<file path="config.mk">
export PLATFORM = sky130hd
export DESIGN_NAME = ustar_archive_walker
export DESIGN_NICKNAME = d
export VERILOG_FILES = /design/src/rtl/core/uaw_pkg.sv /design/src/rtl/core/uaw_ram.sv /design/src/rtl/core/uaw_datapath.sv /design/src/rtl/core/uaw_ctrl.sv /design/src/rtl/core/ustar_archive_walker.sv
export SDC_FILE = /design/constraint.sdc
export NUM_CORES = 1
export LEC_CHECK = 0
export ABC_CLOCK_PERIOD_IN_PS = 15200
export BUFFER_PORTS_ARGS = -buffer_cell sky130_fd_sc_hd__buf_4
export CORE_MARGIN = 1.5
export CORE_UTILIZATION = 50
export CTS_BUF_LIST = sky130_fd_sc_hd__clkbuf_16
export CTS_CLUSTER_SIZE = 16
export DETAILED_ROUTE_END_ITERATION = 8
export PLACE_DENSITY = 0.67
export SYNTH_ARGS = -nofsm -noshare
export SYNTH_HDL_FRONTEND = slang
export SYNTH_SLANG_ARGS = --single-unit
</file>
<file path="constraint.sdc">
create_clock -name clk_i -period 15.2 [get_ports clk_i]
set_input_delay 0.76 -clock clk_i [delete_from_list [all_inputs] [get_ports clk_i]]
set_output_delay 0.76 -clock clk_i [all_outputs]
set_load 0.01 [all_outputs]
</file>
<file path="src/rtl/core/uaw_pkg.sv">
// shared types and constants for the ustar archive walker
`default_nettype none
package uaw_pkg;

  localparam int unsigned MaxNameLen = 64;
  localparam int unsigned CountBits  = 16;
  localparam int unsigned NameDepth  = MaxNameLen + 2;
  localparam int unsigned NameAw     = $clog2(NameDepth);
  localparam int unsigned SizeW      = 36;

  localparam logic [1:0] CmdByte    = 2'd0;
  localparam logic [1:0] CmdEnd     = 2'd1;
  localparam logic [1:0] CmdRestart = 2'd2;

  localparam logic [1:0] KindName    = 2'd0;
  localparam logic [1:0] KindContent = 2'd1;
  localparam logic [1:0] KindEnd     = 2'd2;
  localparam logic [1:0] KindError   = 2'd3;

  localparam logic [3:0] ErrTruncHdr  = 4'd0;
  localparam logic [3:0] ErrNoTerm2   = 4'd1;
  localparam logic [3:0] ErrMagic     = 4'd2;
  localparam logic [3:0] ErrChkDigit  = 4'd3;
  localparam logic [3:0] ErrChkSum    = 4'd4;
  localparam logic [3:0] ErrType      = 4'd5;
  localparam logic [3:0] ErrSizeDigit = 4'd6;
  localparam logic [3:0] ErrTruncDir  = 4'd7;
  localparam logic [3:0] ErrTruncData = 4'd8;
  localparam logic [3:0] ErrName      = 4'd9;
  localparam logic [3:0] ErrEmpty     = 4'd10;

  typedef enum logic [3:0] {
    StHeader, StTerm2, StDir, StDirPad, StContent, StFilePad,
    StHalt, StName, StPrime, StOut
  } state_e;

  // controller to datapath
  typedef struct packed {
    logic       clear_all;
    logic       hdr_byte;
    logic       data_byte;
    logic       pad_byte;
    logic       dir_byte;
    logic       load_size;
    logic       count_file;
    logic       name_start;
    logic       name_step;
    logic       out_load;
    logic [1:0] out_kind;
    logic [3:0] out_err;
    logic       out_name;
    logic       out_last;
  } dp_cmd_t;

  // datapath to controller
  typedef struct packed {
    logic       off_last;
    logic       off_wrap;
    logic       all_zero;
    logic       magic_bad;
    logic       chk_bad;
    logic       chk_mismatch;
    logic [1:0] type_cls;
    logic       size_bad;
    logic       size_zero;
    logic       rem_one;
    logic       name_bad;
    logic       name_fin;
    logic       files_zero;
  } dp_sts_t;

  localparam logic [1:0] TypeFile = 2'd0;
  localparam logic [1:0] TypeDir  = 2'd1;
  localparam logic [1:0] TypeBad  = 2'd2;

endpackage
`default_nettype wire

</file>
<file path="src/rtl/core/uaw_ram.sv">
// generic single-port-write ram with registered read
`default_nettype none
module uaw_ram #(
  parameter int unsigned Width = 8,
  parameter int unsigned Depth = 66
) (
  input  wire logic                     clk_i,
  input  wire logic                     we_i,
  input  wire logic [$clog2(Depth)-1:0] waddr_i,
  input  wire logic [Width-1:0]         wdata_i,
  input  wire logic [$clog2(Depth)-1:0] raddr_i,
  output logic      [Width-1:0]         rdata_o
);
  logic [Width-1:0] mem_q [Depth];

  always_ff @(posedge clk_i) begin
    if (we_i) begin
      mem_q[waddr_i] <= wdata_i;
    end
    rdata_o <= mem_q[raddr_i];
  end
endmodule
`default_nettype wire

</file>
<file path="src/rtl/core/uaw_datapath.sv">
// header field registers, name store, counters and output register
`default_nettype none
module uaw_datapath (
  input  wire logic            clk_i,
  input  wire logic            rst_ni,
  input  wire uaw_pkg::dp_cmd_t cmd_i,
  input  wire logic [7:0]      byte_i,
  output uaw_pkg::dp_sts_t     sts_o,
  output logic [1:0]           kind_o,
  output logic [7:0]           data_o,
  output logic [35:0]          entry_size_o,
  output logic [15:0]          file_count_o,
  output logic [3:0]           error_code_o,
  output logic                 last_o
);
  localparam int unsigned Aw = uaw_pkg::NameAw;

  logic [8:0]  off_q, off_d;
  logic [16:0] sum_q, sum_d;
  logic [23:0] chk_q, chk_d;
  logic [35:0] size_q, size_d;
  logic [35:0] rem_q, rem_d;
  logic [7:0]  type_q, type_d;
  logic [6:0]  nlen_q, nlen_d;
  logic        allz_q, allz_d, nend_q, nend_d, sllate_q, sllate_d, sllead_q, sllead_d;
  logic        mbad_q, mbad_d, cbad_q, cbad_d, send_q, send_d, sbad_q, sbad_d;
  logic        n0dot_q, n0dot_d, n1sl_q, n1sl_d;
  logic [uaw_pkg::CountBits-1:0] files_q, files_d;
  logic [6:0]  rd_q, rd_d, left_q, left_d;
  logic [7:0]  name_rd;
  logic        we;
  logic [7:0]  magic_ch;
  logic        in_chk, in_size, strip;
  logic [6:0]  len;

  always_comb begin
    unique case (off_q)
      9'd257:  magic_ch = 8'h75;
      9'd258:  magic_ch = 8'h73;
      9'd259:  magic_ch = 8'h74;
      9'd260:  magic_ch = 8'h61;
      default: magic_ch = 8'h72;
    endcase
  end

  assign in_chk  = (off_q >= 9'd148) && (off_q < 9'd156);
  assign in_size = (off_q >= 9'd124) && (off_q < 9'd136);
  assign we = cmd_i.hdr_byte && (off_q < 9'd100) && !(nend_q && off_q != 9'd0) &&
              (byte_i != 8'd0) && (off_q < 9'(uaw_pkg::NameDepth));
  assign strip = (nlen_q >= 7'd2) && n0dot_q && n1sl_q;
  assign len   = strip ? nlen_q - 7'd2 : nlen_q;

  always_comb begin
    off_d = off_q; sum_d = sum_q; chk_d = chk_q; size_d = size_q; rem_d = rem_q;
    type_d = type_q; nlen_d = nlen_q; allz_d = allz_q; nend_d = nend_q;
    sllate_d = sllate_q; sllead_d = sllead_q; mbad_d = mbad_q; cbad_d = cbad_q;
    send_d = send_q; sbad_d = sbad_q; n0dot_d = n0dot_q; n1sl_d = n1sl_q;
    files_d = files_q; rd_d = rd_q; left_d = left_q;
    if (cmd_i.hdr_byte) begin
      if (off_q == 9'd0) begin
        sum_d = '0; chk_d = '0; size_d = '0; type_d = '0; nlen_d = '0;
        allz_d = 1'b1; nend_d = 1'b0; sllate_d = 1'b0; sllead_d = 1'b0;
        mbad_d = 1'b0; cbad_d = 1'b0; send_d = 1'b0; sbad_d = 1'b0;
        n0dot_d = 1'b0; n1sl_d = 1'b0;
      end
      if (byte_i != 8'd0) allz_d = 1'b0;
      sum_d = (off_q == 9'd0 ? 17'd0 : sum_q) + (in_chk ? 17'd32 : {9'd0, byte_i});
      if (off_q < 9'd100 && !(nend_q && off_q != 9'd0)) begin
        if (byte_i == 8'd0) begin
          nend_d = 1'b1;
        end else begin
          if (byte_i == 8'h2f) begin
            if (off_q < 9'd2) sllead_d = 1'b1;
            else sllate_d = 1'b1;
          end
          if (off_q == 9'd0) n0dot_d = (byte_i == 8'h2e);
          if (off_q == 9'd1) n1sl_d = (byte_i == 8'h2f);
          nlen_d = (off_q == 9'd0 ? 7'd0 : nlen_q) + 7'd1;
        end
      end
      if (in_size && !send_q && !sbad_q) begin
        if (byte_i == 8'h20 || byte_i == 8'd0) send_d = 1'b1;
        else if (byte_i < 8'h30 || byte_i > 8'h37) sbad_d = 1'b1;
        else size_d = {size_q[32:0], byte_i[2:0]};
      end
      if (in_chk && byte_i != 8'h20 && byte_i != 8'd0) begin
        if (byte_i < 8'h30 || byte_i > 8'h37) cbad_d = 1'b1;
        else chk_d = {chk_q[20:0], byte_i[2:0]};
      end
      if (off_q == 9'd156) type_d = byte_i;
      if (off_q >= 9'd257 && off_q < 9'd262 && byte_i != magic_ch) mbad_d = 1'b1;
      off_d = off_q + 9'd1;
    end
    if (cmd_i.data_byte || cmd_i.dir_byte) rem_d = rem_q - 36'd1;
    if (cmd_i.data_byte || cmd_i.dir_byte || cmd_i.pad_byte) off_d = off_q + 9'd1;
    if (cmd_i.load_size) rem_d = size_q;
    if (cmd_i.count_file && files_q != '1) files_d = files_q + 1'b1;
    if (cmd_i.name_start) begin
      rd_d = strip ? 7'd2 : 7'd0;
      left_d = len;
    end
    if (cmd_i.name_step) begin
      rd_d = rd_q + 7'd1;
      left_d = left_q - 7'd1;
    end
    if (cmd_i.clear_all) begin
      off_d = '0; rem_d = '0; files_d = '0; allz_d = 1'b1;
    end
  end

  always_ff @(posedge clk_i or negedge rst_ni) begin
    if (!rst_ni) begin
      off_q <= '0; files_q <= '0; rem_q <= '0; allz_q <= 1'b1;
    end else begin
      off_q <= off_d; files_q <= files_d; rem_q <= rem_d; allz_q <= allz_d;
    end
  end

  always_ff @(posedge clk_i) begin
    sum_q <= sum_d; chk_q <= chk_d; size_q <= size_d; type_q <= type_d;
    nlen_q <= nlen_d; nend_q <= nend_d; sllate_q <= sllate_d; sllead_q <= sllead_d;
    mbad_q <= mbad_d; cbad_q <= cbad_d; send_q <= send_d; sbad_q <= sbad_d;
    n0dot_q <= n0dot_d; n1sl_q <= n1sl_d; rd_q <= rd_d; left_q <= left_d;
  end

  uaw_ram #(.Width(8), .Depth(uaw_pkg::NameDepth)) u_name (
    .clk_i  (clk_i),
    .we_i   (we),
    .waddr_i(off_q[Aw-1:0]),
    .wdata_i(byte_i),
    .raddr_i(rd_q[Aw-1:0]),
    .rdata_o(name_rd)
  );

  always_comb begin
    sts_o.off_last     = (off_q == 9'd511);
    sts_o.off_wrap     = (off_q == 9'd511);
    sts_o.all_zero     = allz_q;
    sts_o.magic_bad    = mbad_q;
    sts_o.chk_bad      = cbad_q;
    sts_o.chk_mismatch = ({7'd0, sum_q} != chk_q);
    if (type_q == 8'h30 || type_q == 8'h00) sts_o.type_cls = uaw_pkg::TypeFile;
    else if (type_q == 8'h35)               sts_o.type_cls = uaw_pkg::TypeDir;
    else                                    sts_o.type_cls = uaw_pkg::TypeBad;
    sts_o.size_bad   = sbad_q;
    sts_o.size_zero  = (size_q == '0);
    sts_o.rem_one    = (rem_q == 36'd1);
    sts_o.name_bad   = (len == 7'd0) || sllate_q || (!strip && sllead_q) ||
                       (len > 7'(uaw_pkg::MaxNameLen));
    sts_o.name_fin   = (left_q == 7'd1);
    sts_o.files_zero = (files_q == '0);
  end

  always_ff @(posedge clk_i) begin
    if (cmd_i.out_load) begin
      kind_o       <= cmd_i.out_kind;
      data_o       <= cmd_i.out_name ? name_rd :
                      (cmd_i.out_kind == uaw_pkg::KindContent ? byte_i : 8'd0);
      entry_size_o <= (cmd_i.out_name && cmd_i.out_last) ? size_q : 36'd0;
      error_code_o <= cmd_i.out_err;
      last_o       <= cmd_i.out_last;
      file_count_o <= 16'(files_q);
    end
  end
endmodule
`default_nettype wire

</file>
<file path="src/rtl/core/uaw_ctrl.sv">
// walker phase controller and handshake control
`default_nettype none
module uaw_ctrl (
  input  wire logic             clk_i,
  input  wire logic             rst_ni,
  input  wire logic             in_valid_i,
  output logic                  in_ready_o,
  input  wire logic [1:0]       cmd_i,
  output logic                  out_valid_o,
  input  wire logic             out_ready_i,
  input  wire uaw_pkg::dp_sts_t sts_i,
  output uaw_pkg::dp_cmd_t      cmd_o
);
  uaw_pkg::state_e st_q, st_d, ret_q, ret_d;
  logic ov_q, ov_d;
  logic acc, free;

  assign free = !ov_q || out_ready_i;
  assign out_valid_o = ov_q;

  always_ff @(posedge clk_i or negedge rst_ni) begin
    if (!rst_ni) begin
      st_q <= uaw_pkg::StHeader; ret_q <= uaw_pkg::StHeader; ov_q <= 1'b0;
    end else begin
      st_q <= st_d; ret_q <= ret_d; ov_q <= ov_d;
    end
  end

  always_comb begin
    st_d = st_q; ret_d = ret_q; cmd_o = '0;
    ov_d = ov_q && !out_ready_i;
    in_ready_o = free && (st_q != uaw_pkg::StName) && (st_q != uaw_pkg::StPrime) &&
                 (st_q != uaw_pkg::StOut);
    acc = in_valid_i && in_ready_o;
    unique case (st_q)
      uaw_pkg::StPrime: st_d = uaw_pkg::StName;
      uaw_pkg::StName: begin
        if (free) begin
          cmd_o.out_load = 1'b1; cmd_o.out_name = 1'b1; ov_d = 1'b1;
          cmd_o.out_kind = uaw_pkg::KindName;
          cmd_o.out_last = sts_i.name_fin;
          cmd_o.name_step = 1'b1;
          st_d = sts_i.name_fin ? uaw_pkg::StOut : uaw_pkg::StPrime;
        end
      end
      uaw_pkg::StOut: begin
        if (sts_i.size_zero) begin
          cmd_o.count_file = 1'b1; st_d = uaw_pkg::StHeader;
        end else begin
          st_d = uaw_pkg::StContent;
        end
      end
      default: begin
        if (acc) begin
          priority case (cmd_i)
            uaw_pkg::CmdRestart: begin
              cmd_o.clear_all = 1'b1; st_d = uaw_pkg::StHeader;
            end
            uaw_pkg::CmdEnd: begin
              if (st_q != uaw_pkg::StHalt) begin
                cmd_o.out_load = 1'b1; ov_d = 1'b1; st_d = uaw_pkg::StHalt;
                cmd_o.out_kind = uaw_pkg::KindError;
                unique case (st_q)
                  uaw_pkg::StHeader: cmd_o.out_err = uaw_pkg::ErrTruncHdr;
                  uaw_pkg::StTerm2:  cmd_o.out_err = uaw_pkg::ErrNoTerm2;
                  uaw_pkg::StDir, uaw_pkg::StDirPad: cmd_o.out_err = uaw_pkg::ErrTruncDir;
                  default:           cmd_o.out_err = uaw_pkg::ErrTruncData;
                endcase
              end
            end
            uaw_pkg::CmdByte: begin
              unique case (st_q)
                uaw_pkg::StHeader: begin
                  cmd_o.hdr_byte = 1'b1;
                  if (sts_i.off_last) st_d = uaw_pkg::StOut;
                  if (sts_i.off_last) st_d = uaw_pkg::StHeader;
                end
                uaw_pkg::StTerm2: begin
                  cmd_o.pad_byte = 1'b1;
                  if (sts_i.off_wrap) begin
                    cmd_o.out_load = 1'b1; ov_d = 1'b1; st_d = uaw_pkg::StHalt;
                    cmd_o.out_kind = sts_i.files_zero ? uaw_pkg::KindError
                                                      : uaw_pkg::KindEnd;
                    cmd_o.out_err = sts_i.files_zero ? uaw_pkg::ErrEmpty
                                                     : uaw_pkg::ErrTruncHdr;
                  end
                end
                uaw_pkg::StDir, uaw_pkg::StContent: begin
                  if (st_q == uaw_pkg::StContent) begin
                    cmd_o.data_byte = 1'b1; cmd_o.out_load = 1'b1; ov_d = 1'b1;
                    cmd_o.out_kind = uaw_pkg::KindContent;
                    cmd_o.out_last = sts_i.rem_one;
                  end else begin
                    cmd_o.dir_byte = 1'b1;
                  end
                  if (sts_i.rem_one) begin
                    if (sts_i.off_wrap) begin
                      cmd_o.count_file = (st_q == uaw_pkg::StContent);
                      st_d = uaw_pkg::StHeader;
                    end else begin
                      st_d = (st_q == uaw_pkg::StContent) ? uaw_pkg::StFilePad
                                                         : uaw_pkg::StDirPad;
                    end
                  end
                end
                uaw_pkg::StDirPad, uaw_pkg::StFilePad: begin
                  cmd_o.pad_byte = 1'b1;
                  if (sts_i.off_wrap) begin
                    cmd_o.count_file = (st_q == uaw_pkg::StFilePad);
                    st_d = uaw_pkg::StHeader;
                  end
                end
                default: ;
              endcase
            end
            default: ;
          endcase
          if (cmd_o.hdr_byte && sts_i.off_last) st_d = uaw_pkg::StOut;
        end
        if (st_q == uaw_pkg::StOut) st_d = uaw_pkg::StOut;
      end
    endcase
    ret_d = ret_q;
    // header check runs the cycle after the last header byte
    if (st_q == uaw_pkg::StHeader && acc && cmd_o.hdr_byte && sts_i.off_last) begin
      st_d = uaw_pkg::StOut;
      ret_d = uaw_pkg::StOut;
    end
    if (st_q == uaw_pkg::StOut && ret_q == uaw_pkg::StOut) begin
      cmd_o = '0;
      ret_d = uaw_pkg::StHeader;
      if (sts_i.all_zero) begin
        st_d = uaw_pkg::StTerm2;
      end else begin
        st_d = uaw_pkg::StHalt;
        cmd_o.out_kind = uaw_pkg::KindError;
        priority if (sts_i.magic_bad)              cmd_o.out_err = uaw_pkg::ErrMagic;
        else if (sts_i.chk_bad)                    cmd_o.out_err = uaw_pkg::ErrChkDigit;
        else if (sts_i.chk_mismatch)               cmd_o.out_err = uaw_pkg::ErrChkSum;
        else if (sts_i.type_cls == uaw_pkg::TypeBad) cmd_o.out_err = uaw_pkg::ErrType;
        else if (sts_i.size_bad)                   cmd_o.out_err = uaw_pkg::ErrSizeDigit;
        else if (sts_i.type_cls == uaw_pkg::TypeDir) begin
          st_d = sts_i.size_zero ? uaw_pkg::StHeader : uaw_pkg::StDir;
          cmd_o.load_size = 1'b1;
        end else if (sts_i.name_bad)               cmd_o.out_err = uaw_pkg::ErrName;
        else begin
          st_d = uaw_pkg::StPrime;
          cmd_o.load_size = 1'b1; cmd_o.name_start = 1'b1;
        end
        if (st_d == uaw_pkg::StHalt) begin
          if (free) begin
            cmd_o.out_load = 1'b1; ov_d = 1'b1;
          end else begin
            st_d = uaw_pkg::StOut; ret_d = uaw_pkg::StOut; cmd_o = '0;
          end
        end
      end
    end
  end
endmodule
`default_nettype wire

</file>
<file path="src/rtl/core/ustar_archive_walker.sv">
// top level of the ustar archive walker
// throughput: one archive byte per cycle while no result is held back and no header
// check or name output runs; the header check follows byte 511, and a file name is
// then read out through the registered name store read port, each byte primed first
// results leave through one output register; input stalls while it is full and not taken
// reset: asynchronous, active low, walker returns to the header phase
`default_nettype none
module ustar_archive_walker (
  input  wire logic        clk_i,
  input  wire logic        rst_ni,
  input  wire logic        in_valid_i,
  output logic             in_ready_o,
  input  wire logic [1:0]  cmd_i,
  input  wire logic [7:0]  data_byte_i,
  output logic             out_valid_o,
  input  wire logic        out_ready_i,
  output logic [1:0]       kind_o,
  output logic [7:0]       data_o,
  output logic [35:0]      entry_size_o,
  output logic [15:0]      file_count_o,
  output logic [3:0]       error_code_o,
  output logic             last_o
);
  uaw_pkg::dp_cmd_t cmd;
  uaw_pkg::dp_sts_t sts;

  uaw_ctrl u_ctrl (
    .clk_i(clk_i), .rst_ni(rst_ni), .in_valid_i(in_valid_i), .in_ready_o(in_ready_o),
    .cmd_i(cmd_i), .out_valid_o(out_valid_o), .out_ready_i(out_ready_i),
    .sts_i(sts), .cmd_o(cmd)
  );

  uaw_datapath u_dp (
    .clk_i(clk_i), .rst_ni(rst_ni), .cmd_i(cmd), .byte_i(data_byte_i), .sts_o(sts),
    .kind_o(kind_o), .data_o(data_o), .entry_size_o(entry_size_o),
    .file_count_o(file_count_o), .error_code_o(error_code_o), .last_o(last_o)
  );

  a_load_free: assert property (@(posedge clk_i) disable iff (!rst_ni)
    cmd.out_load |-> (!out_valid_o || out_ready_i)) else $error("result overwritten");
  a_one_op: assert property (@(posedge clk_i) disable iff (!rst_ni)
    $countones({cmd.hdr_byte, cmd.data_byte, cmd.dir_byte, cmd.pad_byte}) <= 1)
    else $error("two byte operations at once");
  a_err_kind: assert property (@(posedge clk_i) disable iff (!rst_ni)
    (out_valid_o && kind_o != uaw_pkg::KindError) |-> (error_code_o == 4'd0))
    else $error("error code on non-error result");
endmodule
`default_nettype wire
</file>
==> run_results.csv, run 1 <==
group,metric,value,unit
status,status,"complete, no violations",
place,port_buffers,82,
sta,maxSlewViolCount,0,
finish,area_delta_synth_final,12.3,%
setup_path,critPathSlowestCell,"nor2_1",
clocking,htreeDepth,3,
yosys,yosysMostFrequentCell,"edfxtp_1",
finish,num-fill-cells,5138,
finish,antenna_cells,0,
setup_path,crit_chain,"or4_1 -> nor3_1 -> nand3b_1 -> buf_4 -> a211oi_2 -> nand4_1 -> nor2_1 -> nand3_1 -> nor2_1",
setup_path,arrival,5.56,ns
power_and_ir_drop,power,5.56,mW
finish,regArea,23200,um^2
flow_run,drv_cap,0,
sta,skew,0.0463,ns
global_routing,busiest_layer,"met2",
floorplan,start_util,0.503,
yosys,ys.flop_type,"edfxtp_1",
yosys,synth_area_per_cell,15.7,um^2
setup_path,reg2reg_to,"u_dp.u_name.mem_q[7][2]",
global_routing,antenna_found_initial,1,
yosys,ys_types,79,
global_routing,first_global_vias,19500,
finish,multi_input_area,10100,um^2
setup_path,critical_path_class,"flop to flop",
floorplan,num_rows,95,
floorplan,fp.dieArea,69100,um^2
yosys,synthCells,2146,
setup_path,worstRegToRegCells,9,
sta,finalSetupTns,0,ns
route,drc,0,
global_routing,grtUsageMet2,0.390,
global_routing,grt.met1_usage,0.329,
sta,hold-worst-slack,0.281,ns
setup_path,end_kind,"flop",
yosys,synth-async-reset-ratio,0.0865,
global_routing,grt.overflow.total,0,
setup_path,r2r_slack,9.90,ns
sta,rsz0062_at_grt,"no",
route,num_vias,19900,
yosys,synth_edf_count,710,
place,dp_hpwl,51400,um
clocking,cts_setup_buffers,0,
hold_path,hold_class,"input port to async pin",
global_routing,grt_pass1_wl,124000,um
clocking,clockBufferDepth,3,
route,wire_per_inst,26.2,um
yosys,syn_area,33700,um^2
finish,drive_above_1_share,0.188,
clocking,path_clk_slew,0.06,ns
place,routabilityCongestion,0.919,
route,drt_iter0_markers,2399,
power_and_ir_drop,peakVddDrop,0.102,mV
floorplan,core,67000,um^2
setup_path,slowest_delay,0.84,ns
global_routing,grt_max_degree,92,
power_and_ir_drop,p_per_area,147,nW/um^2
yosys,synth_top_area_cell,"edfxtp_1",
setup_path,rr_startpoint,"u_dp.off_q[3]",
sta,worst_pin_slew,1.12,ns
yosys,ys_ff_latch,786,
clocking,cts_inserted_buffers,79,
clocking,cts_tree,"built",
sta,fin_crit,5.30,ns
global_routing,grt_usage,0.240,
clocking,cts.sinks,786,
sta,hold_viol_final,0,
power_and_ir_drop,power_leakage,12.6,nW
floorplan,pin_count,83,
floorplan,die_height,263,um
route,postRouteAntennaNets,0,
yosys,yosysWarnings,0,
sta,fin_crit_sh,0.349,
clocking,clk_latency,0.65,ns
clocking,ctsResizeCount,0,
setup_path,worstSetupStartpointType,"flop",
sta,finalSetupViolCount,0,
setup_path,worstPathRequired,15.45,ns
sta,max_freq,0.189,GHz
floorplan,die_w,263,um
clocking,cts-root-buf,"clkbuf_16",
yosys,synth_area_leaders,"edfxtp_1 63%, mux4_2 11%, dfrtp_1 5.0%",
setup_path,critPathMostFrequentCell,"nor2_1",
clocking,ctsHoldBuffers,0,
yosys,yosysTopAreaCellShare,0.632,
setup_path,critPathMaxFanout,64,
route,avgViaCountPerCell,6.29,
finish,nets,2262,
route,totalWireLength,82700,um
global_routing,use_met3,0.0387,
yosys,syn_nets,2184,
sta,slew_headroom,0.249,
route,drtPass1Iterations,6,
yosys,synth.top_cells.by_count,"710 x edfxtp_1, 200 x nor2_1, 176 x nand2_1, 168 x mux4_2, 94 x o21ai_0",
yosys,yosysSeqAreaShare,0.687,
==> flip-flops by register name (all words and copies together) (netlist names), 7 cells and up, named ones only <==
name and count:
u_dp.off_q 9, u_dp.entry_size_o 36, u_dp.nlen_q 7, u_dp.rd_q 7
u_dp.data_o 8, u_dp.u_name.rdata_o 8, u_dp.left_q 7, u_dp.chk_q 24
u_dp.size_q 36, u_dp.files_q 16, u_dp.sum_q 17, u_dp.u_name.mem_q 528
u_dp.file_count_o 16, u_dp.type_q 8, u_dp.rem_q 36
==> placed cells by master, fill, tap and decap left out, types with 30 or more instances in the layout <==
cell,instances
o21ai_0,93
a21oi_1,50
nor4_1,32
nand3_1,30
xnor2_1,43
mux4_2,168
buf_4,107
inv_1,34
edfxtp_1,710
xor2_1,31
nand2_1,176
nor2_1,198
and2_1,58
a22o_1,34
dfrtp_1,67
clkbuf_16,80
==> worst max path at each step <==
stage	startpoint	end	slack, ns	cells after the start
2_1_floorplan	u_dp.nlen_q[1]	u_dp.data_o[0]	7.12	10
3_3_place_gp	u_dp.off_q[3]	u_dp.u_name.mem_q[6][3]	10.04	9
3_5_place_dp	u_dp.off_q[3]	u_dp.u_name.mem_q[7][4]	9.90	9
4_1_cts	u_dp.off_q[3]	u_dp.u_name.mem_q[7][2]	9.89	9
5_1_grt	u_dp.off_q[3]	u_dp.u_name.mem_q[46][4]	9.60	9
6_report	u_dp.off_q[3]	u_dp.u_name.mem_q[7][2]	9.90	9
==> cell families after synthesis <==
| kind of cell | share of synthesized area |
|---|---|
| buffers and inverters | 0.0159 |
| flip-flops | 0.687 |
| XOR/XNOR | 0.0192 |
| adder cells (fa/ha/maj) | 0.00912 |
| AND/OR/NAND/NOR | 0.0946 |
| multiplexers | 0.117 |
| AO/OA/AOI/OAI | 0.0574 |
==> report_power, final <==
part	internal (mW)	switching, mW
sequential	2.52	0.107
clock	1.14	0.840
combinational	0.375	0.586
total	4.03	1.53
==> critical path, delay by kind of cell, from the launching register on <==
kind / cells / cell delay (ns)
DFF: 1 / 0.51
and+or+nand+nor: 7 / 3.50
buffers and inverters: 1 / 0.36
AOI/OAI and AO/OA: 1 / 0.55
==> routing by layer <==
metal	up-vias	share of wire
li1	8535	-
met1	10100	0.40
met2	1016	0.48
met3	185	0.075
met4	2	0.040
met5	-	0.00012
==> through the flow <==
step	worst slack, ns	std cells	utilization	instance area, um^2
6_report	9.90	3157	0.565	37900
2_1_floorplan	7.12	2146	-	33700
3_3_place_gp	10.04	3016	0.526	35300
4_1_cts	9.89	3157	0.565	37900
3_5_place_dp	9.90	3016	0.526	35300
5_1_grt	9.60	3157	0.565	37900
==> final cells by class <==
| class | instances | share of cell area |
|---|---|---|
| Inverter | 26 | 0.00258 |
| Tap cell | 873 | 0.0288 |
| Multi-Input combinational cell | 1223 | 0.265 |
| Sequential cell | 786 | 0.612 |
| Clock buffer | 80 | 0.0528 |
| Timing Repair Buffer | 108 | 0.0217 |
| Clock inverter | 61 | 0.0169 |
Power figures use the tool's default switching activity.
==> inputs of run 2 (changes only) <==
--- a/config.mk
+++ b/config.mk
@@ -5,14 +5,14 @@
 export SDC_FILE = /design/constraint.sdc
 export NUM_CORES = 1
 export LEC_CHECK = 0
-export ABC_CLOCK_PERIOD_IN_PS = 15200
+export ABC_CLOCK_PERIOD_IN_PS = 4300
 export BUFFER_PORTS_ARGS = -buffer_cell sky130_fd_sc_hd__buf_4
 export CORE_MARGIN = 1.5
 export CORE_UTILIZATION = 50
 export CTS_BUF_LIST = sky130_fd_sc_hd__clkbuf_16
 export CTS_CLUSTER_SIZE = 16
 export DETAILED_ROUTE_END_ITERATION = 8
-export PLACE_DENSITY = 0.67
+export PLACE_DENSITY = 0.7
 export SYNTH_ARGS = -nofsm -noshare
 export SYNTH_HDL_FRONTEND = slang
 export SYNTH_SLANG_ARGS = --single-unit
==> constraint.sdc (replaced) <==
create_clock -name clk_i -period 4.3 [get_ports clk_i]
set_input_delay 0.215 -clock clk_i [delete_from_list [all_inputs] [get_ports clk_i]]
set_output_delay 0.215 -clock clk_i [all_outputs]
set_load 0.01 [all_outputs]
==> run 2 against run 1 <==
Against the previous run:
- fmax rose by 36%
- combinational power grew to 3.6 times the previous value
- non-clock buffer count increased by 104
- die area is the same
- via count is 0.32% higher
- flip-flop and latch count unchanged
- clock power rose to 3.6 times the previous value
- critical path type unchanged
- highest routed layer unchanged
- sequential share of layout area is 1.5 points lower
- wire length decreased by 4.4%
==> run_results.csv, run 2 (same netlist as run 1, synthesis figures left out) <==
group,metric,value,unit
place,routabilityCongestion,0.966,
route,drtPass1Iterations,7,
sta,fin_crit,3.89,ns
finish,final_cell_mix,"710 x edfxtp_1, 199 x buf_4, 198 x nor2_1",
place,port_buffers,82,
setup_path,critPathMaxFanout,9,
power_and_ir_drop,p_per_area,510,nW/um^2
sta,max_freq,0.257,GHz
global_routing,antenna_found_initial,1,
sta,skew,0.0298,ns
floorplan,num_rows,95,
floorplan,die_w,263,um
route,drc,0,
clocking,htreeDepth,3,
sta,fin_crit_sh,0.905,
power_and_ir_drop,power,19.8,mW
clocking,path_clk_slew,0.07,ns
power_and_ir_drop,power_leakage,13.3,nW
finish,largest_register,"u_dp.u_name.mem_q",
global_routing,first_global_vias,19800,
route,num_vias,19900,
sta,setup_slack,0.407,ns
global_routing,grt_pass1_wl,120000,um
route,totalWireLength,79000,um
global_routing,grt.overflow.total,0,
finish,num-fill-cells,5066,
sta,hold_viol_final,0,
route,avgViaCountPerCell,6.09,
flow_run,drv_cap,0,
finish,nets,2368,
sta,hold-worst-slack,0.0510,ns
sta,rsz0062_at_grt,"no",
place,dp_hpwl,50800,um
hold_path,hold_class,"input port to flop",
finish,drive_above_1_share,0.221,
place,pre_cts_slack,0.184,ns
global_routing,grt_max_degree,74,
sta,maxSlewViolCount,0,
route,wire_per_inst,24.1,um
route,postRouteAntennaNets,0,
setup_path,worstPathRequired,4.68,ns
setup_path,worstSetupStartpointType,"flop",
floorplan,start_util,0.503,
setup_path,critical_path_class,"flop to flop",
clocking,cts-root-buf,"clkbuf_16",
clocking,clk_latency,0.65,ns
sta,slew_headroom,0.337,
clocking,clockBufferDepth,3,
finish,largest_reg_flops,528,
floorplan,fp.dieArea,69100,um^2
sta,finalSetupViolCount,0,
global_routing,grt_usage,0.229,
clocking,cts.sinks,786,
finish,area_delta_synth_final,15.1,%
power_and_ir_drop,peakVddDrop,0.391,mV
clocking,cts_inserted_buffers,81,
setup_path,arrival,4.28,ns
floorplan,pin_count,83,
sta,worst_pin_slew,0.993,ns
finish,final_common_cell,"edfxtp_1",
status,status,"complete, no violations",
setup_path,end_kind,"flop",
clocking,cts_tree,"built",
floorplan,core,67000,um^2
floorplan,die_height,263,um
sta,finalSetupTns,0,ns
finish,utilization,0.580,
route,drt_iter0_markers,2074,
## run 2: worst max-delay path, cell delays in order (launching register included)
cell and delay (ns):
dfrtp_1 0.46, or4_1 0.54, nor3_1 0.16, buf_4 0.17, nand3b_1 0.22, and2_1 0.25
ha_1 0.31, nor2b_1 0.14, o21ai_0 0.10, a21boi_0 0.32, o21ai_0 0.16, a21oi_1 0.33
and3_1 0.26, nand3_1 0.10, mux2i_1 0.13
## run 2: layer usage
layer	global-route usage	part of all wire	up-vias
li1	-	-	8761
met1	0.306	0.41	10100
met2	0.371	0.48	831
met3	0.0528	0.074	195
met4	0.0830	0.035	2
met5	0	0.00015	-
## run 2: cell type report
cell class / instances / area (um^2) / share of cell area
clock inverters: 69 / 656 / 0.0169
flip-flops and latches: 786 / 23200 / 0.597
well taps: 873 / 1090 / 0.0281
multi-input cells: 1223 / 10100 / 0.259
inverters: 26 / 97.6 / 0.00251
clock buffers: 82 / 2050 / 0.0528
diodes: 1 / 2.50 / 0.0000644
repair buffers: 212 / 1690 / 0.0436
## run 2: through the flow
| step | cell area (um^2) | std cells |
|---|---|---|
| after floorplan | 33800 | 2146 |
| after global placement | 36100 | 3112 |
| after detailed placement | 36100 | 3112 |
| after CTS | 38800 | 3269 |
| after global routing | 38800 | 3271 |
| final | 38900 | 3272 |
## run 2: path summary, 6_finish.rpt
kind / endpoint / depth (start not counted) / start / slack, ns
min in group asynchronous: u_dp.files_q[14] / 2 / rst_ni / 0.28
min: u_dp.error_code_o[1] / 2 / cmd_i[1] / 0.05
min reg2reg: u_dp.data_o[7] / 1 / u_dp.u_name.rdata_o[7] / 0.52
max: u_dp.sum_q[14] / 14 / u_dp.off_q[5] / 0.41
max reg2reg: u_dp.sum_q[14] / 14 / u_dp.off_q[5] / 0.41
max in group asynchronous: u_dp.off_q[7] / 2 / rst_ni / 3.39
## run 2: report_power, final
group	switching, mW	internal, mW	total [mW]
combinational	2.05	1.39	3.45
clock	3.01	4.06	7.07
sequential	0.400	8.89	9.29
## run 2: repair_timing
| item | in CTS | in global routing |
|---|---|---|
| gates resized for setup | 0 | 0 |
| hold buffers | 6 | 0 |
| buffers inserted | 0 | 2 |
| setup endpoints to repair | 0 | 6 |
| endpoints found under the hold margin | 90 | 0 |
==> inputs of run 3 (changes only) <==
--- a/config.mk
+++ b/config.mk
@@ -5,6 +5,7 @@
 export SDC_FILE = /design/constraint.sdc
 export NUM_CORES = 1
 export LEC_CHECK = 0
+export ABC_AREA = 1
 export ABC_CLOCK_PERIOD_IN_PS = 4300
 export BUFFER_PORTS_ARGS = -buffer_cell sky130_fd_sc_hd__buf_4
 export CORE_MARGIN = 1.5
@@ -13,6 +14,7 @@
 export CTS_CLUSTER_SIZE = 16
 export DETAILED_ROUTE_END_ITERATION = 8
 export PLACE_DENSITY = 0.7
+export SLEW_MARGIN = 30
 export SYNTH_ARGS = -nofsm -noshare
 export SYNTH_HDL_FRONTEND = slang
 export SYNTH_SLANG_ARGS = --single-unit
==> run 3 against run 2 <==
Against the previous run:
- register-to-register slack barely moved
- critical path depth rose by 8
- cell count up 33%
- combinational power is 46% higher
- die area rose by 3.9%
- wire length is 17% higher
- count of clock-buffer cells in the layout decreased by 1
- worst setup slack gained 0.015 ns
- core utilization shrank 0.56 points
- critical endpoint is now u_dp.sum_q[16]
- largest cell class unchanged
==> run_results.csv, run 3 <==
group,metric,value,unit
global_routing,grt_pass1_wl,142000,um
sta,skew,0.0654,ns
sta,finalSetupTns,0,ns
yosys,syn_nets,3308,
finish,area_delta_synth_final,13.0,%
floorplan,die_height,268,um
yosys,ys_types,55,
floorplan,num_rows,96,
clocking,cts_setup_buffers,0,
yosys,syn_area,35100,um^2
finish,largest_reg_flops,528,
floorplan,fp.dieArea,71800,um^2
yosys,synth_area_leaders,"edfxtp_1 61%, nor2_1 5.8%, o21ai_0 5.2%",
place,dp_hpwl,57600,um
clocking,path_clk_slew,0.06,ns
setup_path,r2r_slack,0.42,ns
clocking,cts-root-buf,"clkbuf_16",
route,postRouteAntennaNets,0,
yosys,yosysWarnings,0,
setup_path,rr_startpoint,"u_dp.off_q[1]",
floorplan,core,69100,um^2
route,wire_per_inst,21.2,um
yosys,ys.flop_type,"edfxtp_1",
global_routing,grt.overflow.total,0,
yosys,synth.top_cells.by_count,"710 x edfxtp_1, 541 x nor2_1, 450 x nand2_1, 367 x o21ai_0, 243 x nand3_1",
sta,fin_crit,3.88,ns
sta,maxSlewViolCount,0,
sta,rsz0062_at_grt,"no",
sta,finalSetupViolCount,0,
power_and_ir_drop,power,21.4,mW
clocking,htreeDepth,3,
clocking,cts_tree,"built",
power_and_ir_drop,p_per_area,539,nW/um^2
place,routabilityCongestion,0.886,
global_routing,grt.met1_usage,0.358,
setup_path,critPathMaxFanout,14,
finish,drive_above_1_share,0.0972,
setup_path,worstRegToRegCells,22,
sta,fin_crit_sh,0.902,
global_routing,grt_max_degree,145,
global_routing,antenna_found_initial,0,
route,avgViaCountPerCell,5.79,
floorplan,die_w,268,um
yosys,ys_ff_latch,786,
global_routing,use_met3,0.0369,
global_routing,first_global_vias,24000,
yosys,synth_top_area_cell,"edfxtp_1",
yosys,synth_edf_count,710,
finish,largest_register,"u_dp.u_name.mem_q",
clocking,cts.sinks,786,
hold_path,min_from,"cmd_i[0]",
hold_path,hold_path_end,"u_dp.files_q[7]",
yosys,yosysTopAreaCellShare,0.608,
status,status,"complete, no violations",
setup_path,reg2reg_to,"u_dp.sum_q[16]",
hold_path,hold_class,"input port to flop",
yosys,synth_area_per_cell,10.7,um^2
yosys,synthCells,3270,
global_routing,busiest_layer,"met2",
setup_path,worstSetupStartpointType,"flop",
route,drc,0,
setup_path,arrival,4.26,ns
finish,final_common_cell,"edfxtp_1",
flow_run,drv_cap,0,
sta,slew_headroom,0.346,
clocking,clockBufferDepth,3,
clocking,clk_latency,0.65,ns
finish,final_cell_mix,"710 x edfxtp_1, 539 x nor2_1, 449 x nand2_1",
yosys,yosysMostFrequentCell,"edfxtp_1",
hold_path,hold_depth,5,
yosys,synth-async-reset-ratio,0.0865,
route,totalWireLength,92200,um
clocking,cts_inserted_buffers,80,
floorplan,start_util,0.508,
setup_path,end_kind,"flop",
power_and_ir_drop,peakVddDrop,0.487,mV
setup_path,critical_path_class,"flop to flop",
global_routing,grtUsageMet2,0.408,
power_and_ir_drop,power_leakage,14.8,nW
place,port_buffers,82,
route,num_vias,25200,
global_routing,grt_usage,0.257,
finish,utilization,0.574,
sta,worst_pin_slew,0.979,ns
route,drt_iter0_markers,2767,
setup_path,worstPathRequired,4.68,ns
finish,nets,3399,
route,drtPass1Iterations,5,
yosys,yosysSeqAreaShare,0.661,
sta,max_freq,0.258,GHz
sta,hold_viol_final,0,
floorplan,pin_count,83,
finish,antenna_cells,0,
[run 3: cell types whose count changed after synthesis, moves of 47 or more]
cell      before  now
and2_1        58    0
inv_1         26  223
mux4_2       168    0
nand2_1      176  450
nand3_1       30  243
nor2_1       200  541
o21ai_0       94  367
o221ai_1       1   48
o22ai_1        6   82
[run 3: kinds of logic (layout without fill, tap and decap cells)]
kind of cell	count (synthesis)	in the layout	synth area share
flops	786	786	0.661
xor+xnor	80	80	0.0200
buf+inv	392	547	0.0434
fa+ha+maj	24	24	0.00877
compound gates	585	585	0.0942
simple gates	1403	1403	0.173
[run 3: worst max path at each step]
stage / start / end / cells after the start / slack [ns]
2_1_floorplan: u_dp.off_q[0] / u_dp.sum_q[16] / 23 / 0.46
3_3_place_gp: u_dp.off_q[1] / u_dp.sum_q[16] / 22 / 0.44
3_5_place_dp: u_dp.off_q[1] / u_dp.sum_q[16] / 22 / 0.35
4_1_cts: u_dp.off_q[1] / u_dp.sum_q[16] / 22 / 0.34
5_1_grt: u_dp.off_q[1] / u_dp.sum_q[16] / 22 / 0.06
6_report: u_dp.off_q[1] / u_dp.sum_q[16] / 22 / 0.42
[run 3: where the power goes]
group / internal [mW] / total, mW / leakage [nW] / switching [mW]
logic: 1.75 / 5.03 / 6.00 / 3.29
registers: 8.91 / 9.31 / 7.42 / 0.391
clock network: 4.00 / 7.02 / 1.36 / 3.02
[run 3: stage by stage]
step | std cells | worst slack [ns] | area [um^2] | hold slack, ns
detailed placement | 4204 | 0.349 | 36900 | 0.292
global route | 4356 | 0.0556 | 39600 | 0.0485
global placement | 4204 | 0.441 | 36900 | 0.435
floorplan | 3270 | 0.455 | 35100 | -0.0806
CTS | 4356 | 0.344 | 39600 | 0.00888
finish | 4356 | 0.421 | 39600 | 0.0221
[run 3: repair_timing]
action,4_1_cts,5_1_grt
hold buffers,6,0
gates resized for setup,0,2
endpoints found under the hold margin,107,0
setup endpoints to repair,0,2
[run 3: critical path: stages (launching register included)]
cell and delay [ns]:
dfrtp_1 0.47, inv_1 0.22, ha_1 0.22, inv_1 0.06
nor3_2 0.18, nand2_2 0.09, inv_2 0.21, buf_4 0.26
nor2_1 0.08, ha_1 0.35, nand2_1 0.06, o21ai_0 0.26
a21oi_1 0.12, o21bai_1 0.21, nand2_1 0.07, nand2_1 0.06
nand2_1 0.04, nand2_1 0.11, nand3_1 0.14, nor3_2 0.21
nand2_1 0.08, nand2_1 0.06, nand2_1 0.05
[run 3: metal layers]
layer,share of wire,wire length (um)
met4,0.038,3540
met3,0.074,6810
met5,0,0
met1,0.42,38400
met2,0.47,43400
[run 3: cell type report]
class	instances	area, um^2
Clock buffer	81	2030
Inverter	235	891
Timing Repair Buffer	166	1320
Tap cell	931	1160
Multi-Input combinational cell	2092	10400
Fill cell	5760	29400
Sequential cell	786	23200
Clock inverter	65	632
